**src/rtl/core/rdp_ram.sv**
```systemverilog
// ----------------------------------------------------------------------------
// rdp_ram
// Generic single-port RAM with registered read.
// ----------------------------------------------------------------------------
module rdp_ram #(
  parameter int WIDTH = 8,
  parameter int DEPTH = 16
) (
  input  logic                     clk,
  input  logic                     we,
  input  logic [$clog2(DEPTH)-1:0] addr,
  input  logic [WIDTH-1:0]         wdata,
  output logic [WIDTH-1:0]         rdata
);
  logic [WIDTH-1:0] mem [DEPTH];
  always_ff @(posedge clk) begin
    if (we) mem[addr] <= wdata;
    rdata <= mem[addr];
  end
endmodule

```
**config.mk**
```make
export PLATFORM = sky130hd
export DESIGN_NAME = rdp_ram
export DESIGN_NICKNAME = d
export VERILOG_FILES = /design/src/rtl/core/rdp_ram.sv
export SDC_FILE = /design/constraint.sdc
export NUM_CORES = 1
export LEC_CHECK = 0
export ABC_AREA = 1
export BUFFER_PORTS_ARGS = -buffer_cell sky130_fd_sc_hd__buf_2
export CAP_MARGIN = 20
export CORE_MARGIN = 2
export CORE_UTILIZATION = 30
export CTS_CLUSTER_DIAMETER = 120
export CTS_CLUSTER_SIZE = 40
export DETAILED_ROUTE_END_ITERATION = 16
export PLACE_DENSITY = 0.55
export SLEW_MARGIN = 0
export SYNTH_ARGS = -nofsm -noshare
export SYNTH_HDL_FRONTEND = slang
export SYNTH_SLANG_ARGS = --single-unit
```
**constraint.sdc**
```tcl
create_clock -name clk -period 1.45 [get_ports clk]
set_clock_uncertainty 0.05 [all_clocks]
set_input_delay 0.0725 -clock clk [delete_from_list [all_inputs] [get_ports clk]]
set_output_delay 0.0725 -clock clk [all_outputs]
set_load 0.02 [all_outputs]
```
==> impl_results.md <==
- Status: finished clean
- Largest net degree at the start of global routing: 41
- WL/cell: 15.4 um
- Final HPWL DP: 8.59 mm
- Top-count cell post-synth: nand2_1
- Worst EP arrival: 0.97 ns
- Crit path cell chain: buf_2
- Slowest stage delay, CP: 0.36 ns
- Post-synth top area cell: edfxtp_1
- Ports: 22
- Drt first-iter violations: 326
- Total number of vias: 3681
- Crit path time final: 1.09 ns
- Worst-path clk slew: 0.06 ns
- R2R depth: 8
- Vias per cell: 4.41
- DRT Wirelength: 12.9 mm
- Seq/Total Area, Yosys: 71.6%
- Std-Cell Rows: 49
- Setup TNS: 0 ns
- Final hold viol count: 0
- Ys flop type: edfxtp_1
- Hold WC Path Type: in2reg
- Syn Inst Count: 548
- Max_cap viols: 0
- Worst R2R End: rdata[4]
- Fmax: 0.916 GHz
- Synth async-reset ratio: 0%
- Slew Limit Headroom: 72.3%
- Buf/Inv on CP: 1
- Unique cell type count in the Yosys netlist: 11
- CTS H-Tree Depth: 4
- CTS-repair resized insts: 0
- Number of global-route vias before repair: 3674
- Routability congestion estimate: 0.889
- Synth top cells by count: nand2_1, edfxtp_1, inv_1, nor2_1, buf_2
- CTS tree: yes
- Post-synth EDFFs: 128
- Fillers: 1842
- Final instance area: 6600 um^2
- Max-slew violation count: 0
- Seq cells post-synth: 136
- Critical Path Start: rdata[3]
- Delay-heaviest family, CP: flip-flops
- Period utilisation layout: 75.3%
- Flop-to-flop setup slack: 0.42 ns
- CP max stage cell: dfxtp_1
- First-pass GRT wire length: 20.2 mm
- Grt total ovfl: 0
- Final #Nets: 607
- Antenna viol nets, final: 0
- Antenna diode count: 0
- Syn_area_per_cell: 10.2 um^2
- Pwr/cell area: 1340 nW/um^2
- Die area: 19800 um^2
- Lkg Pwr: 2.81 nW
- Worst setup path endpoint: rdata[3]
- Area after DPL: 6080 um^2
- Crit path depth: 1
- IO buf count: 21
- CTS max path bufs: 2
- Initial antenna violation count: 1
- RSZ-0062 raised after global routing: false
- Crit path max fanout: 1
- Pwr Total: 8.82 mW
- Final Setup Violations: 0
- Synth Cell Area: 5590 um^2
- DRT Pass-1 Iters: 4
- Share of the synthesized area in the top cell type: 68.7%
- Worst r2r src: mem[7][4]
- Total GRT Usage: 13.9%
- DRC viols: 0
- Die Span X: 141 um
- Hold_buf cts: 0
- Setup CP Type: reg2out
- Crit path capture type: output port
- Syn Nets: 562
- Core area: 18100 um^2
- # clock sinks: 136
- Die height: 141 um
- Initial Util: 30.8%
- Crit start category: flip-flop
- Synthesis warning total: 0
- Clk Latency, worst-skew pair: 0.42 ns
- Total CTS buffers: 17
- Root Buffer Master: clkbuf_16
- Worst Max-Slew Pin Slew: 0.416 ns
- Area contributors post-synth: edfxtp_1, nand2_1, dfxtp_1
- Post-CTS Setup Inserts: 0
- Worst EP required: 1.33 ns
- P&R area growth vs syn: 18.0%
- Layout cell share with drive strength beyond 1: 11.9%
- Peak VDD IR: 0.717 mV
-- logic make-up after synthesis --
kind of cell	count (synthesis)	share of synthesized area, %
and+or+nand+nor	368	24.8
buffers and inverters	44	3.62
DFF	136	71.6
-- area by class of cell --
type / count / area, um^2 / share of cell area [%]
Inverter: 23 / 86.3 / 1.31
Clock inverter: 11 / 82.6 / 1.25
Multi-Input combinational cell: 368 / 1390 / 21.0
Timing Repair Buffer: 47 / 313 / 4.74
Clock buffer: 21 / 440 / 6.67
Sequential cell: 136 / 4000 / 60.7
Tap cell: 229 / 287 / 4.34
-- worst reg2reg max path, delay by kind of cell, from the launching register on --
kind / cells / cell delay (ns)
flops: 1 / 0.36
simple gates: 7 / 0.44
buf+inv: 1 / 0.06
-- flip-flops by register name, summed over array words and instances (netlist names) --
name   cells
mem      128
rdata      8
-- metrics by stage --
step	cells	setup WS, ns	utilization (%)	hold slack (ns)
after global placement	803	0.180	33.5	0.476
after global routing	835	0.303	36.4	0.0424
after detailed placement	803	0.170	33.5	0.472
final	835	0.358	36.4	0.0462
after CTS	835	0.316	36.4	0.0365
after floorplan	548	-0.0497	-	0.121
-- placed cells by master, fill, tap and decap left out --
cell type / synthesis / routed
nand2_1: 346 / 346
edfxtp_1: 128 / 128
buf_4: 6 / 25
inv_1: 21 / 21
buf_2: 12 / 21
nor2_1: 18 / 18
clkbuf_16: 0 / 17
dfxtp_1: 8 / 8
clkinv_1: 1 / 5
nand3_1: 4 / 4
clkbuf_1: 3 / 4
clkinvlp_4: 0 / 3
clkinv_2: 0 / 3
inv_2: 1 / 1
bufinv_16: 0 / 1
buf_12: 0 / 1
-- routing by layer --
metal	GRT usage, %	part of all wire (%)	wire, um
met5	0	0.10	13
met4	5.53	2.0	259
met3	4.10	5.5	703
met2	22.1	47	6110
met1	18.0	45	5800
-- where the power goes --
group	internal (mW)	switching, mW
clock	2.31	1.51
combinational	0.158	0.408
sequential	4.40	0.0345
total	6.87	1.95
-- worst min path at each step --
stage | start | endpoint | cells after the start
final | wdata[3] | mem[11][3] | 1
after global routing | wdata[2] | mem[7][2] | 1
after CTS | wdata[2] | mem[7][2] | 1
after detailed placement | rdata[5] | rdata[5] | 1
after global placement | wdata[4] | mem[15][4] | 1
after floorplan | wdata[0] | mem[0][0] | 0
(Power assumes the default switching activity.)
