<file path="src/rtl/core/rdp_div.sv">
// ----------------------------------------------------------------------------
// rdp_div
// Restoring divider, one quotient bit per cycle (24-bit dividend, 13-bit divisor).
// ----------------------------------------------------------------------------
module rdp_div (
  input  logic        clk,
  input  logic        rst_n,
  input  logic        start,
  input  logic [23:0] dividend,
  input  logic [12:0] divisor,
  output logic        busy,
  output logic [23:0] quotient
);
  logic [4:0]  cnt_r, cnt_nxt;
  logic [23:0] q_r, q_nxt;
  logic [13:0] rem_r, rem_nxt;
  logic [14:0] trial;

  assign trial = {rem_r, q_r[23]} - {2'b0, divisor};
  assign busy = (cnt_r != 5'd0);
  assign quotient = q_r;

  always_comb begin
    cnt_nxt = cnt_r;
    q_nxt   = q_r;
    rem_nxt = rem_r;
    if (start) begin
      cnt_nxt = 5'd24;
      q_nxt   = dividend;
      rem_nxt = '0;
    end else if (busy) begin
      cnt_nxt = cnt_r - 5'd1;
      if (!trial[14]) begin
        rem_nxt = trial[13:0];
        q_nxt   = {q_r[22:0], 1'b1};
      end else begin
        rem_nxt = {rem_r[12:0], q_r[23]};
        q_nxt   = {q_r[22:0], 1'b0};
      end
    end
  end

  always_ff @(posedge clk) begin
    if (!rst_n) cnt_r <= '0;
    else cnt_r <= cnt_nxt;
    q_r   <= q_nxt;
    rem_r <= rem_nxt;
  end
endmodule
</file>
<file path="config.mk">
export PLATFORM = sky130hd
export DESIGN_NAME = rdp_div
export DESIGN_NICKNAME = d
export VERILOG_FILES = /design/src/rtl/core/rdp_div.sv
export SDC_FILE = /design/constraint.sdc
export NUM_CORES = 1
export LEC_CHECK = 0
export BUFFER_PORTS_ARGS = -buffer_cell sky130_fd_sc_hd__buf_2
export CAP_MARGIN = 20
export CORE_MARGIN = 2
export CORE_UTILIZATION = 55
export DETAILED_ROUTE_END_ITERATION = 7
export GPL_ROUTABILITY_DRIVEN = 0
export PLACE_DENSITY_LB_ADDON = 0.08
export SETUP_SLACK_MARGIN = 0.5
export SYNTH_ARGS = -nofsm -noshare
export SYNTH_HDL_FRONTEND = slang
export SYNTH_SLANG_ARGS = --single-unit
</file>
<file path="constraint.sdc">
create_clock -name clk -period 7.4 [get_ports clk]
set_input_delay 1.48 -clock clk [delete_from_list [all_inputs] [get_ports clk]]
set_output_delay 1.48 -clock clk [all_outputs]
set_load 0.02 [all_outputs]
</file>
==> summary.txt <==
Power
  – Lkg Pwr: 1.37 nW
  – Worst IR drop on VDD: 197 uV
  – Post-layout total power: 1.17 mW
  – Pwr/cell area: around 390 nW/um^2

Synth
  – EDFF count, synth: 24
  – Synth Area in Compound Gates: 0.133
  – Sequential share of the synthesized area: 0.434
  – Synth Flop Type: edfxtp_1
  – Post-Synth Simple-Gate Area: 0.121
  – Netlist cell types: 43
  – Top post-synthesis cells by area: edfxtp_1 28%, dfxtp_1 15%, mux2_2 11%
  – Largest family of logic cells by synthesized area: multiplexers
  – Syn. warnings: 0
  – Post-synth top area share: 0.284
  – XOR/XNOR Fraction of Synth Area: 0.0449
  – Async S/R FF share, synth: 0
  – Post-synthesis adder-cell area fraction: 0.0770
  – Synth top cells by count: 24 x edfxtp_1, 24 x mux2_2, 23 x nor2_1
  – Mux cell area share after synthesis: 0.142
  – Post-synth top area cell: edfxtp_1
  – Syn Inst Count: 243
  – Mapped cell area: ~2500 um^2
  – Synthesized flop and latch total: 43
  – Mean Syn Cell Area: roughly 10 um^2
  – Post-synth net total: a little under 300

GRT
  – Total GRT Usage: 0.205
  – GRT overflow: 0
  – Pin count of the biggest net entering global routing: 45
  – First-pass GRT wire length: around 8.4 mm
  – Initial antenna violation count: 0
  – Vias in the first global route: 1862

Flow run
  – Max-cap viol count: 0

Clock network
  – Total CTS buffers: 5
  – Post-CTS Setup Bufs: 0
  – Clock latency on the worst-skew pair: 0.29 ns
  – Maximum buffer depth of the clock tree: 2
  – Clock root buffer: clkbuf_8
  – CTS HTree Levels: 2
  – CTS resizes: 0
  – Clk sink count: 43
  – CTS tree: yes
  – Reg clk slew, reported paths: about 0.080 ns
  – Count of hold-fix buffers inserted at cts: 0

Routing
  – Final wirelength: 5.03 mm
  – DRT antenna net count: 0
  – Drt initial violations: 56
  – Remaining DRCs: 0
  – Routed WL per cell: roughly 14 um
  – Via/cell ratio: approximately 5.4
  – Via count: 1930
  – Drt pass-1 iters: 4

Critical path
  – Slowest-stage cell, CP: inv_1
  – Worst path max stage delay: 0.56 ns
  – Critical path data arrival time: 2.35 ns
  – Crit-path cells: inv_1, ha_1, nand2_1, nor2_1, inv_1, buf_2
  – Critical path class: reg2out
  – Crit. End Element: primary output
  – Critical path's most frequent cell: inv_1
  – CP Max Fanout: 30
  – Critical Path RT: 5.92 ns
  – Critical Path Start Type: flip-flop

Die
  – I/O pin count: 65
  – Die Span X: 71.9 um
  – Die area: 5170 um^2
  – Initial core utilization: 0.578
  – FP Rows: 24
  – Die height: 71.9 um
  – Core Area: 4380 um^2

Timing
  – Final period utilization: 0.517
  – Fin crit period: about 3.8 ns
  – Worst-Margin Slew: 1.00 ns
  – Final Max Tran Viols: 0
  – Setup TNS: 0 ns
  – Slew HR: 0.332
  – Endpoints failing setup: 0
  – Max Clock Freq: 261 MHz
  – RSZ-0062 raised after global routing: no
  – Hold Fails Final Rpt: 0
  – Worst Skew: 0.00244 ns

Final layout
  – P&R area growth vs syn: 19.4%
  – Ant. Diodes: 0
  – Fill count: 341
  – Register area: 1100 um^2
  – Nets@finish: 360
  – Area occupied by multi-input gates: 1320 um^2
  – Share of layout cells above drive strength 1: 0.337

Place
  – IO Port Bufs: 64
  – Final HPWL DP: 3.58 mm

Worst hold path
  – Hold Crit Class: reg2reg

Run status
  – Outcome: finished clean
==> placed cells by master, fill, tap and decap left out, drive strengths merged, types with 3 or more instances in the layout <==
cell type,instances
buf,65
mux2,24
edfxtp,24
nor2,23
inv,19
dfxtp,19
a21oi,16
ha,14
a211oi,12
mux2i,9
nand2,8
xnor2,8
nand2b,6
clkbuf,6
xor2,5
nor3,5
nand3,4
a21o,4
o21ai,4
or3,3
and3,3
nor2b,3
==> cell type report <==
class                   count  share of cell area
multi-input cells         171               0.437
clock buffers               6              0.0240
flip-flops and latches     43               0.364
repair buffers             65               0.111
inverters                  19              0.0236
well taps                  52              0.0215
clock inverters             2              0.0198
==> metal layers <==
metal  up-vias  GRT usage  share of wire
met4         0     0.0629          0.011
li1       1005          -              -
met5         -          0              0
met1       881      0.279           0.47
met3         7     0.0333          0.033
met2        37      0.337           0.48
==> worst max-delay path, delay by kind of cell (launching register included) <==
| family | cells | cell delay, ns |
|---|---|---|
| buf+inv | 3 | 0.99 |
| fa+ha+maj | 1 | 0.20 |
| simple gates | 2 | 0.55 |
| flops | 1 | 0.31 |
==> through the flow <==
stage / cells / worst slack [ns] / hold slack (ns) / utilization / area (um^2)
floorplan: 243 / 3.96 / 0.476 / - / 2530
global placement: 349 / 3.19 / 0.490 / 0.657 / 2880
detailed placement: 349 / 3.10 / 0.496 / 0.657 / 2880
CTS: 357 / 3.41 / 0.510 / 0.687 / 3010
global route: 358 / 3.31 / 0.540 / 0.690 / 3030
finish: 358 / 3.57 / 0.506 / 0.690 / 3030
==> registers in the layout (all words and copies together), names as in the netlist <==
register / count
rem_r: 14
cnt_r: 5
quotient: 24
==> logic make-up after synthesis <==
| logic type | Yosys count |
|---|---|
| XOR/XNOR | 13 |
| adder cells (fa/ha/maj) | 15 |
| buffers and inverters | 29 |
| AND/OR/NAND/NOR | 62 |
| AO/OA/AOI/OAI | 48 |
| flip-flops | 43 |
| multiplexers | 33 |
==> report_power, final <==
part	internal [mW]	switching (mW)
clock network	0.135	0.0787
registers	0.328	0.0459
logic	0.265	0.321
total	0.729	0.446
==> path summary, 6_finish.rpt <==
path / startpoint / to / slack, ns / cells past startpoint
setup / recovery: cnt_r[0]$_SDFFE_PP0P_ / busy / 3.57 / 6
setup reg to reg: quotient[23]$_DFFE_PP_ / rem_r[8]$_SDFFE_PP0P_ / 4.68 / 11
hold reg to reg: cnt_r[1]$_SDFFE_PP0P_ / cnt_r[1]$_SDFFE_PP0P_ / 0.51 / 2
hold / removal: cnt_r[1]$_SDFFE_PP0P_ / cnt_r[1]$_SDFFE_PP0P_ / 0.51 / 2
Note: power is estimated with default switching activity, not from simulation.
